File: config.mk
export PLATFORM = sky130hd
export DESIGN_NAME = zero_run_word_codec_flat
export DESIGN_NICKNAME = d
export VERILOG_FILES = /design/src/zrwc_pkg.sv /design/src/zrwc_if.sv /design/src/zrwc_front.sv /design/src/zrwc_queue.sv /design/src/zrwc_back.sv /design/src/zero_run_word_codec.sv /design/src/flat_wrapper.sv
export VERILOG_INCLUDE_DIRS = /design/src /design/src/src
export SDC_FILE = /design/constraint.sdc
export NUM_CORES = 1
export LEC_CHECK = 0
export ABC_AREA = 1
export BUFFER_PORTS_ARGS = -buffer_cell sky130_fd_sc_hd__buf_2
export CORE_AREA = 4 4 224 226
export DETAILED_ROUTE_END_ITERATION = 6
export DIE_AREA = 0 0 228 230
export GPL_TIMING_DRIVEN = 0
export PLACE_DENSITY = 0.51
export SETUP_SLACK_MARGIN = 0.2
export SYNTH_ARGS = -nofsm -noshare
export SYNTH_HDL_FRONTEND = slang
export SYNTH_SLANG_ARGS = --single-unit
File: constraint.sdc
create_clock -name clk -period 6.05 [get_ports clk]
set_clock_uncertainty 0.15 [all_clocks]
set_input_delay 0.9075 -clock clk [delete_from_list [all_inputs] [get_ports clk]]
set_output_delay 0.9075 -clock clk [all_outputs]
set_load 0.1 [all_outputs]
File: src/zero_run_word_codec_assert.svh
// Assertion macros for the zero-run word codec.
// Expects clk and rst_n in the scope of each use.
`ifndef ZERO_RUN_WORD_CODEC_ASSERT_SVH
`define ZERO_RUN_WORD_CODEC_ASSERT_SVH

// Condition that must hold at every clock edge out of reset.
`define ZRWC_ASSERT_ALWAYS(label, cond, msg) \
  label: assert property (@(posedge clk) disable iff (!rst_n) (cond)) else $error(msg);

// Same-cycle implication.
`define ZRWC_ASSERT_IMPL(label, ante, cons, msg) \
  label: assert property (@(posedge clk) disable iff (!rst_n) (ante) |-> (cons)) else $error(msg);

`endif

File: src/zrwc_pkg.sv
// Shared types and constants for the zero-run word codec.
// No dependencies.
`timescale 1ns / 1ps

package zrwc_pkg;

  localparam int MAX_WORDS   = 64;
  localparam int WORD_BITS   = 32;
  localparam int LEN_W       = $clog2(MAX_WORDS + 1);
  localparam int IDX_W       = $clog2(MAX_WORDS);
  localparam int QDEPTH      = 4;
  localparam int QPTR_W      = $clog2(QDEPTH);
  localparam int QCNT_W      = $clog2(QDEPTH + 1);
  localparam int SLOTS       = 5;
  localparam int REG_ADDR_W  = 3;
  localparam int APB_DATA_W  = 32;
  localparam int STATUS_W    = 2;
  // Extra zeros of a positive 16-bit signed count token
  localparam int EXTRA_W     = 15;

  // Register indexes (byte address / 4)
  localparam logic REG_DIRECTION    = 1'b0;
  localparam logic REG_VECTOR_WORDS = 1'b1;

  // Direction codes
  localparam logic DIR_ENCODE = 1'b0;
  localparam logic DIR_DECODE = 1'b1;

  // Result status codes
  localparam logic [STATUS_W-1:0] ST_OK      = 2'd0;
  localparam logic [STATUS_W-1:0] ST_OVERRUN = 2'd1;
  localparam logic [STATUS_W-1:0] ST_BAD_END = 2'd2;

  // Encode token slots, in emission order
  localparam int SLOT_PRE_COUNT = 0;
  localparam int SLOT_WORD      = 1;
  localparam int SLOT_RUN_COUNT = 2;
  localparam int SLOT_END_WORD  = 3;
  localparam int SLOT_END_COUNT = 4;

  typedef struct packed {
    logic             direction;
    logic [LEN_W-1:0] eff_len;
    logic             clear;
  } cfg_t;

  // One unit of work for the back end: either a set of encode token slots
  // or a decode run of words with consecutive indexes.
  typedef struct packed {
    logic                 is_run;
    logic [WORD_BITS-1:0] value;
    logic [LEN_W-1:0]     pre_count;
    logic [LEN_W-1:0]     run_count;
    logic [SLOTS-1:0]     mask;
    logic [IDX_W-1:0]     start;
    logic [LEN_W-1:0]     len;
    logic                 done;
    logic [STATUS_W-1:0]  status;
  } job_t;

endpackage

File: src/zrwc_if.sv
// Word channel interfaces for the zero-run word codec.
// Depends on zrwc_pkg.
`timescale 1ns / 1ps

interface zrwc_in_if;
  logic                           valid;
  logic                           ready;
  logic [zrwc_pkg::WORD_BITS-1:0] data;

  modport source (output valid, output data, input ready);
  modport sink   (input valid, input data, output ready);
endinterface

interface zrwc_out_if;
  logic                           valid;
  logic                           ready;
  logic [zrwc_pkg::WORD_BITS-1:0] value;
  logic                           is_count;
  logic [zrwc_pkg::IDX_W-1:0]     word_index;
  logic                           done_res;
  logic [zrwc_pkg::STATUS_W-1:0]  status;
  logic                           last;

  modport source (output valid, output value, output is_count, output word_index,
                  output done_res, output status, output last, input ready);
  modport sink   (input valid, input value, input is_count, input word_index,
                  input done_res, input status, input last, output ready);
endinterface

File: src/zrwc_front.sv
// Front end: accepts input words, tracks vector state, emits jobs.
// Depends on zrwc_pkg, zrwc_if and the assertion header.
`timescale 1ns / 1ps
`include "zero_run_word_codec_assert.svh"

module zrwc_front (
  input  logic                clk,
  input  logic                rst_n,
  input  zrwc_pkg::cfg_t      cfg,
  zrwc_in_if.sink             in_ch,
  input  logic                q_full,
  output logic                push,
  output zrwc_pkg::job_t      push_job
);

  typedef enum logic [1:0] {PH_WORD, PH_COUNT, PH_END_WORD, PH_END_COUNT} phase_t;

  logic [zrwc_pkg::LEN_W-1:0] pos_r, pos_nxt;
  logic [zrwc_pkg::LEN_W-1:0] zrl_r, zrl_nxt;
  phase_t                     phase_r, phase_nxt;
  logic                       emb_r, emb_nxt;

  logic                       accept;
  logic                       w_nz;
  logic [15:0]                low;
  logic [zrwc_pkg::LEN_W-1:0] pos_inc;
  logic                       at_end;
  logic [zrwc_pkg::LEN_W-1:0] zrl1;
  logic [zrwc_pkg::EXTRA_W-1:0] extra;
  logic [zrwc_pkg::LEN_W-1:0] rem;
  logic                       overrun;
  logic [zrwc_pkg::LEN_W-1:0] pos_after;
  zrwc_pkg::job_t             job;
  logic                       job_ok;

  assign in_ch.ready = !q_full;
  assign accept      = in_ch.valid && !q_full;

  assign w_nz    = |in_ch.data;
  assign low     = in_ch.data[15:0];
  assign pos_inc = pos_r + zrwc_pkg::LEN_W'(1);
  assign at_end  = pos_inc >= cfg.eff_len;
  assign zrl1    = w_nz ? '0 : zrl_r + zrwc_pkg::LEN_W'(1);

  // Count token: values of one or less (negative too) add no zeros
  assign extra     = (!low[15] && low > 16'd1) ?
                     low[zrwc_pkg::EXTRA_W-1:0] - zrwc_pkg::EXTRA_W'(1) : '0;
  assign rem       = cfg.eff_len - zrwc_pkg::LEN_W'(1) - pos_r;
  assign overrun   = extra > {{(zrwc_pkg::EXTRA_W - zrwc_pkg::LEN_W){1'b0}}, rem};
  assign pos_after = pos_inc + extra[zrwc_pkg::LEN_W-1:0];

  always_comb begin
    pos_nxt   = pos_r;
    zrl_nxt   = zrl_r;
    phase_nxt = phase_r;
    emb_nxt   = emb_r;
    job       = '0;
    job_ok    = 1'b0;
    job.value = in_ch.data;
    if (accept) begin
      if (cfg.direction == zrwc_pkg::DIR_ENCODE) begin
        job.is_run    = 1'b0;
        job.pre_count = zrl_r;
        job.run_count = zrl1;
        job.mask[zrwc_pkg::SLOT_PRE_COUNT] = w_nz && (zrl_r != '0);
        job.mask[zrwc_pkg::SLOT_WORD]      = w_nz || (zrl_r == '0);
        job.mask[zrwc_pkg::SLOT_RUN_COUNT] = at_end && (zrl1 != '0);
        job.mask[zrwc_pkg::SLOT_END_WORD]  = at_end;
        job.mask[zrwc_pkg::SLOT_END_COUNT] = at_end;
        job_ok = |job.mask;
        if (at_end) begin
          pos_nxt = '0;
          zrl_nxt = '0;
        end else begin
          pos_nxt = pos_inc;
          zrl_nxt = zrl1;
        end
      end else begin
        job.is_run = 1'b1;
        job.status = zrwc_pkg::ST_OK;
        case (phase_r)
          PH_WORD: begin
            if (w_nz) begin
              job_ok    = 1'b1;
              job.start = pos_r[zrwc_pkg::IDX_W-1:0];
              job.len   = zrwc_pkg::LEN_W'(1);
              pos_nxt   = pos_inc;
              phase_nxt = at_end ? PH_END_WORD : PH_WORD;
            end else begin
              phase_nxt = PH_COUNT;
            end
          end
          PH_COUNT: begin
            job_ok    = 1'b1;
            job.value = '0;
            job.start = pos_r[zrwc_pkg::IDX_W-1:0];
            if (overrun) begin
              // Zeros that fit are emitted, the last flags the overrun
              job.len    = rem + zrwc_pkg::LEN_W'(1);
              job.done   = 1'b1;
              job.status = zrwc_pkg::ST_OVERRUN;
              pos_nxt    = '0;
              zrl_nxt    = '0;
              phase_nxt  = PH_WORD;
              emb_nxt    = 1'b0;
            end else begin
              job.len   = extra[zrwc_pkg::LEN_W-1:0] + zrwc_pkg::LEN_W'(1);
              pos_nxt   = pos_after;
              phase_nxt = (pos_after >= cfg.eff_len) ? PH_END_WORD : PH_WORD;
            end
          end
          PH_END_WORD: begin
            emb_nxt   = w_nz;
            phase_nxt = PH_END_COUNT;
          end
          PH_END_COUNT: begin
            job_ok     = 1'b1;
            job.value  = '0;
            job.start  = '0;
            job.len    = zrwc_pkg::LEN_W'(1);
            job.done   = 1'b1;
            job.status = (emb_r || (low != 16'd0)) ? zrwc_pkg::ST_BAD_END : zrwc_pkg::ST_OK;
            pos_nxt    = '0;
            zrl_nxt    = '0;
            phase_nxt  = PH_WORD;
            emb_nxt    = 1'b0;
          end
          default: begin
            phase_nxt = PH_WORD;
          end
        endcase
      end
    end
    if (cfg.clear) begin
      pos_nxt   = '0;
      zrl_nxt   = '0;
      phase_nxt = PH_WORD;
      emb_nxt   = 1'b0;
    end
  end

  assign push     = accept && job_ok;
  assign push_job = job;

  always_ff @(posedge clk) begin
    if (!rst_n) begin
      pos_r   <= '0;
      zrl_r   <= '0;
      phase_r <= PH_WORD;
      emb_r   <= 1'b0;
    end else begin
      pos_r   <= pos_nxt;
      zrl_r   <= zrl_nxt;
      phase_r <= phase_nxt;
      emb_r   <= emb_nxt;
    end
  end

  // Decode sits at the vector length while it waits for the end marker
  `ZRWC_ASSERT_ALWAYS(a_pos_in_vector, pos_r <= cfg.eff_len, "position beyond vector length")

endmodule

File: src/zrwc_queue.sv
// Job queue between the front and back ends.
// Depends on zrwc_pkg and the assertion header.
`timescale 1ns / 1ps
`include "zero_run_word_codec_assert.svh"

module zrwc_queue (
  input  logic            clk,
  input  logic            rst_n,
  input  logic            push,
  input  zrwc_pkg::job_t  push_job,
  output logic            full,
  input  logic            pop,
  output logic            head_valid,
  output zrwc_pkg::job_t  head_job
);

  zrwc_pkg::job_t                mem_r [zrwc_pkg::QDEPTH];
  logic [zrwc_pkg::QPTR_W-1:0]   wr_ptr_r, wr_ptr_nxt;
  logic [zrwc_pkg::QPTR_W-1:0]   rd_ptr_r, rd_ptr_nxt;
  logic [zrwc_pkg::QCNT_W-1:0]   count_r, count_nxt;

  assign full       = count_r == zrwc_pkg::QCNT_W'(zrwc_pkg::QDEPTH);
  assign head_valid = count_r != '0;
  assign head_job   = mem_r[rd_ptr_r];

  always_comb begin
    wr_ptr_nxt = push ? wr_ptr_r + zrwc_pkg::QPTR_W'(1) : wr_ptr_r;
    rd_ptr_nxt = pop  ? rd_ptr_r + zrwc_pkg::QPTR_W'(1) : rd_ptr_r;
    count_nxt  = count_r;
    if (push && !pop) begin
      count_nxt = count_r + zrwc_pkg::QCNT_W'(1);
    end else if (pop && !push) begin
      count_nxt = count_r - zrwc_pkg::QCNT_W'(1);
    end
  end

  always_ff @(posedge clk) begin
    if (!rst_n) begin
      wr_ptr_r <= '0;
      rd_ptr_r <= '0;
      count_r  <= '0;
    end else begin
      wr_ptr_r <= wr_ptr_nxt;
      rd_ptr_r <= rd_ptr_nxt;
      count_r  <= count_nxt;
    end
  end

  always_ff @(posedge clk) begin
    if (push) begin
      mem_r[wr_ptr_r] <= push_job;
    end
  end

  `ZRWC_ASSERT_ALWAYS(a_queue_bound, count_r <= zrwc_pkg::QCNT_W'(zrwc_pkg::QDEPTH), "queue count overflow")

endmodule

File: src/zrwc_back.sv
// Back end: expands jobs into result words into an output register.
// Depends on zrwc_pkg, zrwc_if and the assertion header.
`timescale 1ns / 1ps
`include "zero_run_word_codec_assert.svh"

module zrwc_back (
  input  logic            clk,
  input  logic            rst_n,
  input  logic            head_valid,
  input  zrwc_pkg::job_t  head_job,
  output logic            pop,
  zrwc_out_if.source      out_ch
);

  logic [zrwc_pkg::IDX_W-1:0]     k_r, k_nxt;
  logic [zrwc_pkg::SLOTS-1:0]     sent_r, sent_nxt;
  logic                           out_valid_r, out_valid_nxt;
  logic [zrwc_pkg::WORD_BITS-1:0] value_r;
  logic                           is_count_r;
  logic [zrwc_pkg::IDX_W-1:0]     word_index_r;
  logic                           done_res_r;
  logic [zrwc_pkg::STATUS_W-1:0]  status_r;
  logic                           last_r;

  logic                           produce;
  logic [zrwc_pkg::SLOTS-1:0]     remaining, pick, rest;
  logic                           run_last;
  logic                           job_last;
  logic [zrwc_pkg::WORD_BITS-1:0] res_value;
  logic                           res_is_count;
  logic [zrwc_pkg::IDX_W-1:0]     res_index;
  logic                           res_done;
  logic [zrwc_pkg::STATUS_W-1:0]  res_status;

  assign produce   = head_valid && (!out_valid_r || out_ch.ready);
  assign remaining = head_job.mask & ~sent_r;
  assign pick      = remaining & (~remaining + zrwc_pkg::SLOTS'(1));
  assign rest      = remaining & ~pick;
  assign run_last  = {1'b0, k_r} == (head_job.len - zrwc_pkg::LEN_W'(1));
  assign job_last  = head_job.is_run ? run_last : (rest == '0);
  assign pop       = produce && job_last;

  always_comb begin
    res_value    = '0;
    res_is_count = 1'b0;
    res_index    = '0;
    res_done     = 1'b0;
    res_status   = zrwc_pkg::ST_OK;
    if (head_job.is_run) begin
      res_value  = head_job.value;
      res_index  = head_job.start + k_r;
      res_done   = run_last && head_job.done;
      res_status = run_last ? head_job.status : zrwc_pkg::ST_OK;
    end else if (pick[zrwc_pkg::SLOT_PRE_COUNT]) begin
      res_value    = {{(zrwc_pkg::WORD_BITS - zrwc_pkg::LEN_W){1'b0}}, head_job.pre_count};
      res_is_count = 1'b1;
    end else if (pick[zrwc_pkg::SLOT_WORD]) begin
      res_value = head_job.value;
    end else if (pick[zrwc_pkg::SLOT_RUN_COUNT]) begin
      res_value    = {{(zrwc_pkg::WORD_BITS - zrwc_pkg::LEN_W){1'b0}}, head_job.run_count};
      res_is_count = 1'b1;
    end else if (pick[zrwc_pkg::SLOT_END_COUNT]) begin
      // end marker count closes the vector; the marker word slot is all zero
      res_is_count = 1'b1;
      res_done     = 1'b1;
    end
  end

  always_comb begin
    k_nxt         = k_r;
    sent_nxt      = sent_r;
    out_valid_nxt = out_valid_r;
    if (produce) begin
      out_valid_nxt = 1'b1;
      if (job_last) begin
        k_nxt    = '0;
        sent_nxt = '0;
      end else begin
        k_nxt    = k_r + zrwc_pkg::IDX_W'(1);
        sent_nxt = sent_r | pick;
      end
    end else if (out_ch.ready) begin
      out_valid_nxt = 1'b0;
    end
  end

  always_ff @(posedge clk) begin
    if (!rst_n) begin
      k_r         <= '0;
      sent_r      <= '0;
      out_valid_r <= 1'b0;
    end else begin
      k_r         <= k_nxt;
      sent_r      <= sent_nxt;
      out_valid_r <= out_valid_nxt;
    end
  end

  always_ff @(posedge clk) begin
    if (produce) begin
      value_r      <= res_value;
      is_count_r   <= res_is_count;
      word_index_r <= res_index;
      done_res_r   <= res_done;
      status_r     <= res_status;
      last_r       <= job_last;
    end
  end

  assign out_ch.valid      = out_valid_r;
  assign out_ch.value      = value_r;
  assign out_ch.is_count   = is_count_r;
  assign out_ch.word_index = word_index_r;
  assign out_ch.done_res   = done_res_r;
  assign out_ch.status     = status_r;
  assign out_ch.last       = last_r;

  `ZRWC_ASSERT_IMPL(a_done_is_last, out_valid_r && done_res_r, last_r, "vector end not last word")
  `ZRWC_ASSERT_IMPL(a_error_ends, out_valid_r && (status_r != zrwc_pkg::ST_OK), done_res_r, "error status without vector end")

endmodule

File: src/zero_run_word_codec.sv
// Zero-run word codec: top level, configuration registers and APB port.
// Depends on zrwc_pkg, zrwc_if, zrwc_front, zrwc_queue and zrwc_back.
// Usage:
//  in_ch   : one word per handshake (valid/ready). Encode: a vector word.
//            Decode: a token, word or count (count in the low 16 bits, signed).
//  out_ch  : result words, registered; last marks the final result of an input.
//  cfg_*   : APB write/read. 0x0 direction (0 encode, 1 decode),
//            0x4 vector_words (0 acts as 1, above 64 as 64). Any write
//            abandons the vector in progress. Write only while idle.
//  Path    : a taken input goes into the job queue, then the output register.
//  Rate    : one input per cycle while each yields one result and out_ch.ready
//            stays high. An input yielding k results holds the back end until
//            all k are sent (encode up to 4, a decode count up to 64); a
//            four-deep job queue lets the front keep taking words meanwhile. Inputs
//            yielding nothing (decode zero word, end marker word) push no job.
//  Stall   : out_ch.ready low holds the output register; the queue fills
//            and in_ch.ready drops when it is full.
//  Reset   : rst_n synchronous, active low: encode, vector of one word,
//            queue empty, no result pending.
`timescale 1ns / 1ps

module zero_run_word_codec (
  input  logic                                clk,
  input  logic                                rst_n,
  zrwc_in_if.sink                             in_ch,
  zrwc_out_if.source                          out_ch,
  input  logic                                cfg_psel,
  input  logic                                cfg_penable,
  input  logic                                cfg_pwrite,
  input  logic [zrwc_pkg::REG_ADDR_W-1:0]     cfg_paddr,
  input  logic [zrwc_pkg::APB_DATA_W-1:0]     cfg_pwdata,
  output logic [zrwc_pkg::APB_DATA_W-1:0]     cfg_prdata,
  output logic                                cfg_pready
);

  logic                          direction_r;
  logic [zrwc_pkg::LEN_W-1:0]    vector_words_r;
  logic                          cfg_write;
  logic                          reg_sel;
  logic [zrwc_pkg::LEN_W-1:0]    eff_len;
  zrwc_pkg::cfg_t                cfg;

  logic                          push;
  zrwc_pkg::job_t                push_job;
  logic                          q_full;
  logic                          pop;
  logic                          head_valid;
  zrwc_pkg::job_t                head_job;

  // Register select is the word address bit; every write hits a register
  assign cfg_pready = 1'b1;
  assign cfg_write  = cfg_psel && cfg_penable && cfg_pwrite;
  assign reg_sel    = cfg_paddr[zrwc_pkg::REG_ADDR_W-1];

  always_ff @(posedge clk) begin
    if (!rst_n) begin
      direction_r    <= zrwc_pkg::DIR_ENCODE;
      vector_words_r <= zrwc_pkg::LEN_W'(1);
    end else if (cfg_write) begin
      if (reg_sel == zrwc_pkg::REG_DIRECTION) begin
        direction_r <= cfg_pwdata[0];
      end else begin
        vector_words_r <= cfg_pwdata[zrwc_pkg::LEN_W-1:0];
      end
    end
  end

  always_comb begin
    cfg_prdata = '0;
    if (reg_sel == zrwc_pkg::REG_VECTOR_WORDS) begin
      cfg_prdata[zrwc_pkg::LEN_W-1:0] = vector_words_r;
    end else begin
      cfg_prdata[0] = direction_r;
    end
  end

  // Clamp the vector length into 1..MAX_WORDS
  always_comb begin
    if (vector_words_r == '0) begin
      eff_len = zrwc_pkg::LEN_W'(1);
    end else if (vector_words_r > zrwc_pkg::LEN_W'(zrwc_pkg::MAX_WORDS)) begin
      eff_len = zrwc_pkg::LEN_W'(zrwc_pkg::MAX_WORDS);
    end else begin
      eff_len = vector_words_r;
    end
  end

  // The write edge also clears the vector state in the front end
  assign cfg.direction = direction_r;
  assign cfg.eff_len   = eff_len;
  assign cfg.clear     = cfg_write;

  zrwc_front u_front (
    .clk      (clk),
    .rst_n    (rst_n),
    .cfg      (cfg),
    .in_ch    (in_ch),
    .q_full   (q_full),
    .push     (push),
    .push_job (push_job)
  );

  zrwc_queue u_queue (
    .clk        (clk),
    .rst_n      (rst_n),
    .push       (push),
    .push_job   (push_job),
    .full       (q_full),
    .pop        (pop),
    .head_valid (head_valid),
    .head_job   (head_job)
  );

  zrwc_back u_back (
    .clk        (clk),
    .rst_n      (rst_n),
    .head_valid (head_valid),
    .head_job   (head_job),
    .pop        (pop),
    .out_ch     (out_ch)
  );

endmodule

File: src/flat_wrapper.sv
// flat-port wrapper written by rule: the top's interface ports become plain ports
module zero_run_word_codec_flat 
  (clk, rst_n, cfg_psel, cfg_penable, cfg_pwrite, cfg_paddr, cfg_pwdata, cfg_prdata, cfg_pready, in_ch_valid, in_ch_data, in_ch_ready, out_ch_valid, out_ch_value, out_ch_is_count, out_ch_word_index, out_ch_done_res, out_ch_status, out_ch_last, out_ch_ready);
  zrwc_in_if in_ch_i ();
  zrwc_out_if out_ch_i ();
  input  logic clk;
  input  logic rst_n;
  input  logic cfg_psel;
  input  logic cfg_penable;
  input  logic cfg_pwrite;
  input  logic [zrwc_pkg::REG_ADDR_W-1:0] cfg_paddr;
  input  logic [zrwc_pkg::APB_DATA_W-1:0] cfg_pwdata;
  output logic [zrwc_pkg::APB_DATA_W-1:0] cfg_prdata;
  output logic cfg_pready;
  input wire logic [$bits(in_ch_i.valid)-1:0] in_ch_valid;
  input wire logic [$bits(in_ch_i.data)-1:0] in_ch_data;
  output wire logic [$bits(in_ch_i.ready)-1:0] in_ch_ready;
  output wire logic [$bits(out_ch_i.valid)-1:0] out_ch_valid;
  output wire logic [$bits(out_ch_i.value)-1:0] out_ch_value;
  output wire logic [$bits(out_ch_i.is_count)-1:0] out_ch_is_count;
  output wire logic [$bits(out_ch_i.word_index)-1:0] out_ch_word_index;
  output wire logic [$bits(out_ch_i.done_res)-1:0] out_ch_done_res;
  output wire logic [$bits(out_ch_i.status)-1:0] out_ch_status;
  output wire logic [$bits(out_ch_i.last)-1:0] out_ch_last;
  input wire logic [$bits(out_ch_i.ready)-1:0] out_ch_ready;
  assign in_ch_i.valid = in_ch_valid;
  assign in_ch_i.data = in_ch_data;
  assign in_ch_ready = in_ch_i.ready;
  assign out_ch_valid = out_ch_i.valid;
  assign out_ch_value = out_ch_i.value;
  assign out_ch_is_count = out_ch_i.is_count;
  assign out_ch_word_index = out_ch_i.word_index;
  assign out_ch_done_res = out_ch_i.done_res;
  assign out_ch_status = out_ch_i.status;
  assign out_ch_last = out_ch_i.last;
  assign out_ch_i.ready = out_ch_ready;
  zero_run_word_codec u_core (.clk(clk), .rst_n(rst_n), .in_ch(in_ch_i), .out_ch(out_ch_i), .cfg_psel(cfg_psel), .cfg_penable(cfg_penable), .cfg_pwrite(cfg_pwrite), .cfg_paddr(cfg_paddr), .cfg_pwdata(cfg_pwdata), .cfg_prdata(cfg_prdata), .cfg_pready(cfg_pready));
endmodule
======== Word-level counts from Yosys, hierarchy flattened ========
Memory sizes are Yosys's and may differ from the RTL's. A register that Yosys moved wholly into a read port is not among the register bits.
Index checks and enable logic that the tools add are counted.
operators by class
  $add $sub $neg .......................... 16
  $lt $le $gt $ge ......................... 5
  eq/ne operators ......................... 10
  mux-type cells .......................... 61
  bitwise logic cells ..................... 9
  reduce and logical (&&, ||, !) cells .... 42
operators by type and width
  kind                     count
  $mux W32                 5
  $mux W7                  12
  $mux W68                 1
  $pmux W13 S3             1
  $reduce_or A32 Y1        1
  $add A7 B1 Y7 const B    4
  $pmux W7 S3              1
  $mux W1                  19
  $mux W19                 1
  $gt A16 B1 Y1 const B    1
  $mux W16                 1
  $reduce_bool A16 Y1      1
  $and A5 B5 Y5            3
  $gt A15 B7 Y1            1
  $mux W15                 1
  $not A5 Y5               3
  $sub A15 B1 Y15 const B  1
  $ge A7 B7 Y1             2
  $logic_not A7 Y1         2
  $mux W2                  7
  $pmux W7 S2              1
  $reduce_bool A7 Y1       2
  $sub A7 B1 Y7 const B    2
  $mux W13                 1
  37 further kinds         69
word-level totals
  register bits after elaboration ......... 87
  RAM bits ................................ 272
  input port bits ......................... 74
  output and inout bits ................... 78
  logic and storage cells ................. 162
  memories kept ........................... 1
memory list
  memory                words  bits a word  read ports  clocked after memory_dff  write ports  RTL line          text
  u_core.u_queue.mem_r  4      68           1           1                         1            zrwc_queue.sv:17  zrwc_pkg::job_t mem_r [zrwc_pkg::QDEPTH];

======== Depth between registers and ports, before layout ========
Gate-level depths: netlist of run 1.
  depth after elaboration ................. 13
  mapped depth ............................ 28
  depth with buffers taken out ............ 28

======== By module ========
A second synthesis of run 1 with hierarchy kept.
unflattened totals
  cells, all modules ...................... 1751
  area total of the unflattened synthesis .. 17454.2 sq um
modules (own cells, without submodules)
  module               instances  cells each  area an instance (sq um)  sequential area each (sq um)
  zrwc_queue           1          716         10506.3                   8348.0
  zrwc_front           1          594         3397.0                    340.3
  zrwc_back            1          323         2845.2                    1531.5
  zero_run_word_codec  1          118         705.7                     160.2

======== Worst setup path after synthesis of run 1 ========
OpenSTA, ideal clock, no wires.
  path type ............................... input to register
  start ................................... input port in_ch_data[1]
  end ..................................... memory u_core.u_queue.mem_r[0][0] in the netlist's numbering, enable pin
  setup time .............................. 0.492 ns
  arrival time ............................ 4.928 ns
  required time ........................... 5.408 ns
  setup slack ............................. 0.479 ns
  stages on the path ...................... 13
  buffers on the path ..................... 0
  cells stage by stage .................... inv_1 > ha_1 > nand2_4 > nor2_8 > nand4_2 > nor2_1 > inv_2 > nand2_1 > nand2_1 > nand2_2 > inv_2 > nand2_2 > nor2_1
on the way
  longest elaborated chain between the ends .. 10
  elaborated cells between the ends (all ways) .. 14
  those cells by class .................... mux: 7; reduce/logical: 7
RTL lines
  what                             RTL line            text
  start, declared                  flat_wrapper.sv:16  input wire logic [$bits(in_ch_i.data)-1:0] in_ch_data;
  $reduce_or A32 Y1 *              zrwc_front.sv:39    assign w_nz = |in_ch.data;
  $mux W7                          zrwc_front.sv:43    assign zrl1 = w_nz ? '0 : zrl_r + zrwc_pkg::LEN_W'(1);
  $reduce_bool A7 Y1               zrwc_front.sv:67    job.mask[zrwc_pkg::SLOT_RUN_COUNT] = at_end && (zrl1 != '0);
  $logic_and A1 B1 Y1              zrwc_front.sv:67
  $reduce_or A4 Y1                 zrwc_front.sv:70    job_ok = |job.mask;
  $mux W1 *                        zrwc_front.sv:61    if (cfg.direction == zrwc_pkg::DIR_ENCODE) begin
  $mux W1 *                        zrwc_front.sv:60    if (accept) begin
  $logic_and A1 B1 Y1 *            zrwc_front.sv:142   assign push = accept && job_ok;
  $mux W1 *                        zrwc_queue.sv:50    if (push) begin
  $mux W1 (implied by the code) *  zrwc_queue.sv:51    mem_r[wr_ptr_r] <= push_job;
  end, declared                    zrwc_queue.sv:17
Mark *: on every way between the ends. The rest lies on a longest branch, timed or not.

==> impl_results.md, run 1 <==
* Placed cell areas at 18400 um^2
* Post-CTS setup buffer count at 0
* Cell Pwr Density at 483 nW/um^2
* Via count normalized by instance count at 4.84
* Unrepaired setup endpoints after global routing: no
* Switching share of total power at 42.7%
* Diodes inserted at 0
* Cell with the biggest individual delay on the critical path: o21ai_0
* Post-cts resize count at 0
* Final max-slew violation count at 0
* Final weighted congestion in routability-driven placement at 0.842
* Synth-to-layout area growth at 17.5%
* Number of remaining DRC errors at 0
* Initial core utilization at 34.7%
* Data required, critical path at 6220 ps
* Hold violation total from the final report at 0
* Peak supply drop at 0.202 mV
* Most frequently used flop master after synthesis: edfxtp_1
* Total global routing overflow at 0
* Slew HR at 31.8%
* Min-delay worst type: flop to flop
* Number of enable-type register cells in the synthesized netlist at 311
* Least-Margin Pin Slew at 1020 ps
* Overall global routing resource usage at 16.4%
* Peak clock frequency supported by timing at 189 MHz
* Gate count of the mapped netlist at 1646
* Status: completed
* Reg-to-reg critical path startpoint: u_core.vector_words_r[0]
* First-pass GRT wire length at 67300 um
* Arr. time, crit path at 5470 ps
* Top Usage Layer GRT: met2
* Clock Tree Root: clkbuf_16
* ANT nets after route at 0
* Share of the cycle needed by the critical path after routing at 87.6%
* Smallest hold slack at 300 ps
* Clk_lat worst skew at 570 ps
* Standby leakage power at 0.00788 uW
* Category of the worst setup path capture point: flop
* Ratio of cells with drive above 1 in the final layout at 12.9%
* Die width at 228 um
* Average cell area after synthesis at 10.2 um^2
* Most common cell after layout, fill and taps aside: nor2_1
* Most common cell on crit path: nor2_1
* Hold Startpoint: u_core.u_back.sent_r[4]
* Sum of routed wire length over all layers at 44000 um
* Share of synthesized area occupied by flip-flops and latches at 61.2%
* Number of sinks driven by the clock tree at 357
* Height of the chip at 230 um
* Max_cap viols at 0
* Number of endpoints failing setup at the final stage at 0
* Power Internal at 5450 uW
* Wirelength per Cell at 17.8 um
* Critical path fanouts, max at 10
* Worst setup path startpoint: u_core.vector_words_r[0]
* Most used cells in the layout excluding fill and tap cells: 312 x nor2_1, 311 x edfxtp_1, 209 x nand2_1
* Buf+Inv Stages, Crit Path at 2
* Combined area of all synthesized cells at 16800 um^2
* Number of antenna violations at the first check in global routing at 0
* Delay-heaviest family, CP: simple AND/OR/NAND/NOR gates
* H-tree Lvls at 2
* Warning count from the yosys run at 0
* Core Footprint at 48300 um^2
* Count of state elements after synthesis at 357
* Number of top-level design ports at 152
* Net count, final at 1950
* Proportion of register bits with asynchronous set or reset after synthesis at 0%
* Clock power share at 25.0%
* Clock tree from TritonCTS: built
* Relative contribution of combinational cells to total power at 40.1%
* Number of placement rows at 81
* GR met2 Demand/Resource at 28.0%
* TritonCTS buffer count at 41
* Utilization of the core after routing at 40.8%
* Post-route cell area at 19700 um^2
* Maximum number of pins on one net before global-route repair at 53
* Final period demand of the worst path at 5300 ps
* Sequential fraction of design power at 34.8%
* Via count of the first global-routing pass at 11681
* HPWL after detailed placement at 31500 um
* Cts hold-fix bufs at 0
* Clock buffer depth at 3
* Count of buffers from port buffering at 97
* Worst Setup Start Kind: flop
* Number of distinct library cells after synthesis at 55
* Psw at 4060 uW
* Initial DRT Pass Iterations at 5
* Die area at 52400 um^2
* Worst-path clk slew at 60 ps
* Global routing usage on met3 at 3.28%
* Kind of critical path: flop to flop
* Largest incremental delay on the critical path at 500 ps
* Count of routing violations after the opening detailed-route iteration at 773
* Grt met1 use at 21.3%
* Count of vias placed by the detailed router at 11969
==> final timing paths <==
check / end / cells past startpoint / slack [ps]
worst max register to register: u_core.u_queue.mem_r[0][9] / 25 / 750
worst min-delay path: u_core.u_back.sent_r[4] / 2 / 300
worst min register to register: u_core.u_back.sent_r[4] / 2 / 300
worst max-delay path: u_core.u_queue.mem_r[0][9] / 25 / 750
==> power groups by stage <==
| stage | Clock [uW] | Combinational [uW] | Sequential (uW) |
|---|---|---|---|
| after detailed placement | 0 | 3860 | 3370 |
| after CTS | 2440 | 3860 | 3320 |
| after floorplan | 0 | 1750 | 4490 |
| final | 2380 | 3820 | 3310 |
| after global routing | 2540 | 4150 | 3350 |
| after global placement | 0 | 3760 | 3430 |
==> metal layers <==
layer / wire [um] / part of all wire, %
met2: 21300 / 48
met5: 0 / 0
met4: 992 / 2.3
met3: 2250 / 5.1
met1: 19400 / 44
==> cells in the mapped netlist, types with 4 or more instances <==
library cell  number  area [um^2]
xnor2_1            7         61.3
buf_2              7         35.0
ha_1              51          638
a31oi_1            6         37.5
o21a_1             4         30.0
buf_1              4         15.0
clkbuf_1          43          161
edfxtp_1         311         9340
o22ai_1           28          175
a21oi_1           91          455
o211ai_1           5         37.5
inv_1            153          574
buf_4             31          233
dfxtp_1           46          921
a22o_1            14          123
nand3_1           64          320
inv_2              5         18.8
fa_1               4         80.1
nand2_4            5         56.3
xor2_1            27          236
nand3b_1           4         30.0
nand2_1          209          785
nor2_1           316         1190
nor3_1            11         55.1
nand4_1           13         81.3
nand2_2            5         31.3
o21ai_0          143          716
==> worst min-delay path, cell delays in order, from the launching register on <==
cell and delay (ps):
dfxtp_1 310, inv_1 50, a21oi_1 50
==> metrics by stage <==
stage / worst slack (ps) / std cells / setup TNS (ps) / power [uW]
after detailed placement: 778 / 2400 / 0 / 7230
final: 753 / 2474 / 0 / 9510
after CTS: 803 / 2474 / 0 / 9630
after floorplan: 479 / 1670 / 0 / 6240
after global routing: 389 / 2474 / 0 / 10000
after global placement: -2730 / 2389 / -700150 / 7180
==> layout make-up <==
type | instances | area, um^2
Clock buffer | 55 | 1130
Inverter | 160 | 603
Timing Repair Buffer | 108 | 736
Multi-Input combinational cell | 1067 | 5570
Clock inverter | 19 | 170
Tap cell | 622 | 778
Buffer | 86 | 459
Fill cell | 4684 | 28600
Sequential cell | 357 | 10300
==> state kept, by name, indices dropped and copies added (netlist names), 3 cells and up, named ones only <==
signal,count
u_core.u_front.zrl_r,7
u_core.u_queue.count_r,3
u_core.u_back.out_ch.word_index,6
u_core.u_back.sent_r,5
u_core.vector_words_r,7
u_core.u_front.pos_r,7
u_core.u_back.out_ch.value,32
u_core.u_queue.mem_r,268
u_core.u_back.k_r,6
==> logic make-up after synthesis <==
family | Yosys count | share of synthesized area (%)
AOI/OAI and AO/OA | 311 | 10.5
xor gates and xnor gates | 34 | 1.78
adders and majority gates | 55 | 4.28
buffers and inverters | 246 | 6.31
DFF | 357 | 61.2
other | 2 | 0.0448
and+or+nand+nor | 641 | 15.9
Power figures use the tool's default switching activity.
==> run 2: changes to the inputs <==
--- a/config.mk
+++ b/config.mk
@@ -8,11 +8,13 @@
 export LEC_CHECK = 0
 export ABC_AREA = 1
 export BUFFER_PORTS_ARGS = -buffer_cell sky130_fd_sc_hd__buf_2
+export CELL_PAD_IN_SITES_DETAIL_PLACEMENT = 0
+export CELL_PAD_IN_SITES_GLOBAL_PLACEMENT = 1
 export CORE_AREA = 4 4 224 226
 export DETAILED_ROUTE_END_ITERATION = 6
 export DIE_AREA = 0 0 228 230
 export GPL_TIMING_DRIVEN = 0
-export PLACE_DENSITY = 0.51
+export PLACE_DENSITY = 0.62
 export SETUP_SLACK_MARGIN = 0.2
 export SYNTH_ARGS = -nofsm -noshare
 export SYNTH_HDL_FRONTEND = slang
==> run 2 against run 1 <==
Effect of this change:
- via count grew 0.20%
- highest routed layer unchanged
- largest power group unchanged
- die area is the same
- critical endpoint is now u_core.u_queue.mem_r[1][9]
- combinational power about the same
- global-route usage rose by 0.48 points
- sequential power is essentially flat
- non-clock buffer count is the same
- fmax is 3.2% higher
- critical path type unchanged
- final cell count about the same
- sequential share of layout area down 0.15 points
- critical path depth did not move
- wire length grew 2.0%
- clock power rose by 5%
==> impl_results.md, run 2 (same netlist as run 1, synthesis figures left out) <==
* Met3 WL post-DR at 2110 um (-6.0%)
* ANT nets after route at 0 (unchanged)
* Max_cap viols at 0 (unchanged)
* Count of buffers from port buffering at 97 (unchanged)
* Register name with the most flops: u_core.u_queue.mem_r
* Met2 WL post-DR at 21700 um (+2.0%)
* TritonCTS buffer count at 41 (unchanged)
* Number of antenna violations at the first check in global routing at 0 (unchanged)
* Post-route cell area at 19800 um^2 (+0.28%)
* Number of placement rows at 81 (unchanged)
* Largest register FFs at 268 (unchanged)
* Cell with the biggest individual delay on the critical path: o21ai_0
* Most common cell on crit path: nor2_1
* H-tree Lvls at 2 (unchanged)
* Clk_lat worst skew at 560 ps (about the same)
* Kind of critical path: flop to flop
* Worst Setup Start Kind: flop
* Net count, final at 1950 (unchanged)
* Clock tree from TritonCTS: built
* Slew HR at 38.2% (+6.4 points)
* Status: completed
* Most common cell after layout, fill and taps aside: nor2_1
* Height of the chip at 230 um (unchanged)
* Total global routing overflow at 0 (unchanged)
* Worst-path clk slew at 60 ps (about the same)
* Sum of negative setup slack at 0 ps (unchanged)
* Post-CTS setup buffer count at 0 (unchanged)
* Unrepaired setup endpoints after global routing: no
* Count of routing violations after the opening detailed-route iteration at 759 (-1.8%)
* HPWL after detailed placement at 32200 um (+2.5%)
* Peak clock frequency supported by timing at 195 MHz (+3.2%)
* Largest incremental delay on the critical path at 470 ps (-30 ps)
* Share of the cycle needed by the critical path after routing at 84.8% (-2.8 points)
* Length of routed wiring on met1 at 19900 um (+2.3%)
* Initial core utilization at 34.7% (unchanged)
* Most used cells in the layout excluding fill and tap cells: 312 x nor2_1, 311 x edfxtp_1, 209 x nand2_1
* Number of remaining DRC errors at 0 (unchanged)
* Clock Tree Root: clkbuf_16
* Post-cts resize count at 0 (unchanged)
* Final period demand of the worst path at 5130 ps (-167 ps)
* Maximum number of pins on one net before global-route repair at 53 (unchanged)
* Wirelength per Cell at 18.1 um (+1.9%)
* Via count normalized by instance count at 4.84 (+0.12%)
* Number of top-level design ports at 152 (unchanged)
* Cell Pwr Density at 488 nW/um^2 (+1.1%)
* Clock buffer depth at 3 (unchanged)
* Placed cell areas at 18400 um^2 (about the same)
* Least-Margin Pin Slew at 925 ps (-94.9 ps)
* Via count of the first global-routing pass at 11924 (+2.1%)
* Utilization of the core after routing at 40.9% (+0.11 points)
* Hold violation total from the final report at 0 (unchanged)
* Arr. time, crit path at 5320 ps (-150 ps)
* Diodes inserted at 0 (unchanged)
* Critical path fanouts, max at 10 (unchanged)
* Die width at 228 um (unchanged)
* Data required, critical path at 6240 ps (+20 ps)
* Cts hold-fix bufs at 0 (unchanged)
* Category of the worst setup path capture point: flop
* Core Footprint at 48300 um^2 (unchanged)
* Synth-to-layout area growth at 17.8%
* Initial DRT Pass Iterations at 5 (unchanged)
* Number of sinks driven by the clock tree at 357 (unchanged)
* Buf+Inv Stages, Crit Path at 2 (unchanged)
* Peak supply drop at 0.225 mV (+11%)
* Number of cells in the finished layout apart from fillers at 2476 (+0.081%)
* Highest metal layer with signal wires: met4
* Final weighted congestion in routability-driven placement at 0.788 (-6.4%)
* Count of vias placed by the detailed router at 11993 (+0.20%)
* First-pass GRT wire length at 68800 um (+2.2%)
* Placed cell count at 2400 (unchanged)
* Final max-slew violation count at 0 (unchanged)
* Overall global routing resource usage at 16.9% (+0.48 points)
* Die area at 52400 um^2 (unchanged)
* Sum of routed wire length over all layers at 44900 um (+2.0%)
* Min-delay worst type: flop to flop
* Delay-heaviest family, CP: simple AND/OR/NAND/NOR gates
* Standby leakage power at 0.00793 uW (+0.55%)
* Number of endpoints failing setup at the final stage at 0 (unchanged)
* Ratio of cells with drive above 1 in the final layout at 13.2% (+0.26 points)
[run 2: changes by cell type in the layout (fill, tap and decap cells not counted), sizes merged]
cell      before  now
bufinv         2    5
clkbuf        98   91
clkinv        14   19
clkinvlp       3    1
inv          160  163
[run 2: area by class of cell]
class / count / area, um^2
fill: 4699 / 28600
sequential: 357 / 10300
multi-input combinational: 1067 / 5570
clock buffer: 48 / 1050
tap: 622 / 778
timing repair buffer: 108 / 743
inverter: 160 / 603
buffer: 86 / 459
clock inverter: 28 / 294
[run 2: worst paths after layout]
check / slack [ps] / startpoint / cells past startpoint / to
worst max-delay path: 920 / u_core.vector_words_r[0] / 25 / u_core.u_queue.mem_r[1][9]
worst min-delay path: 300 / u_core.u_back.sent_r[4] / 2 / u_core.u_back.sent_r[4]
worst max register to register: 920 / u_core.vector_words_r[0] / 25 / u_core.u_queue.mem_r[1][9]
worst min register to register: 300 / u_core.u_back.sent_r[4] / 2 / u_core.u_back.sent_r[4]
[run 2: metrics by stage]
step / total power [uW] / hold slack (ps) / setup slack, ps
4_1_cts: 9760 / 306 / 887
3_3_place_gp: 7210 / 285 / -2840
3_5_place_dp: 7250 / 295 / 825
6_report: 9650 / 301 / 920
5_1_grt: 10200 / 325 / 527
2_1_floorplan: 6240 / 276 / 479
[run 2: per-layer routing]
| layer | track usage (%) | up-vias |
|---|---|---|
| met1 | 21.7 | 5710 |
| li1 | - | 5953 |
| met3 | 3.00 | 75 |
| met5 | 0 | - |
| met2 | 29.0 | 255 |
| met4 | 5.38 | 0 |
[run 2: report_power, final]
part           leakage, uW  total [uW]  internal (uW)  switching (uW)
combinational      0.00395        3840            854            2980
sequential         0.00332        3310           3200             114
clock             0.000664        2490           1470            1020
total              0.00793        9650           5530            4120
[run 2: worst min-delay path, stage by stage, from the launching register on]
cell and delay, ps:
dfxtp_1 310, inv_1 50, a21oi_1 50
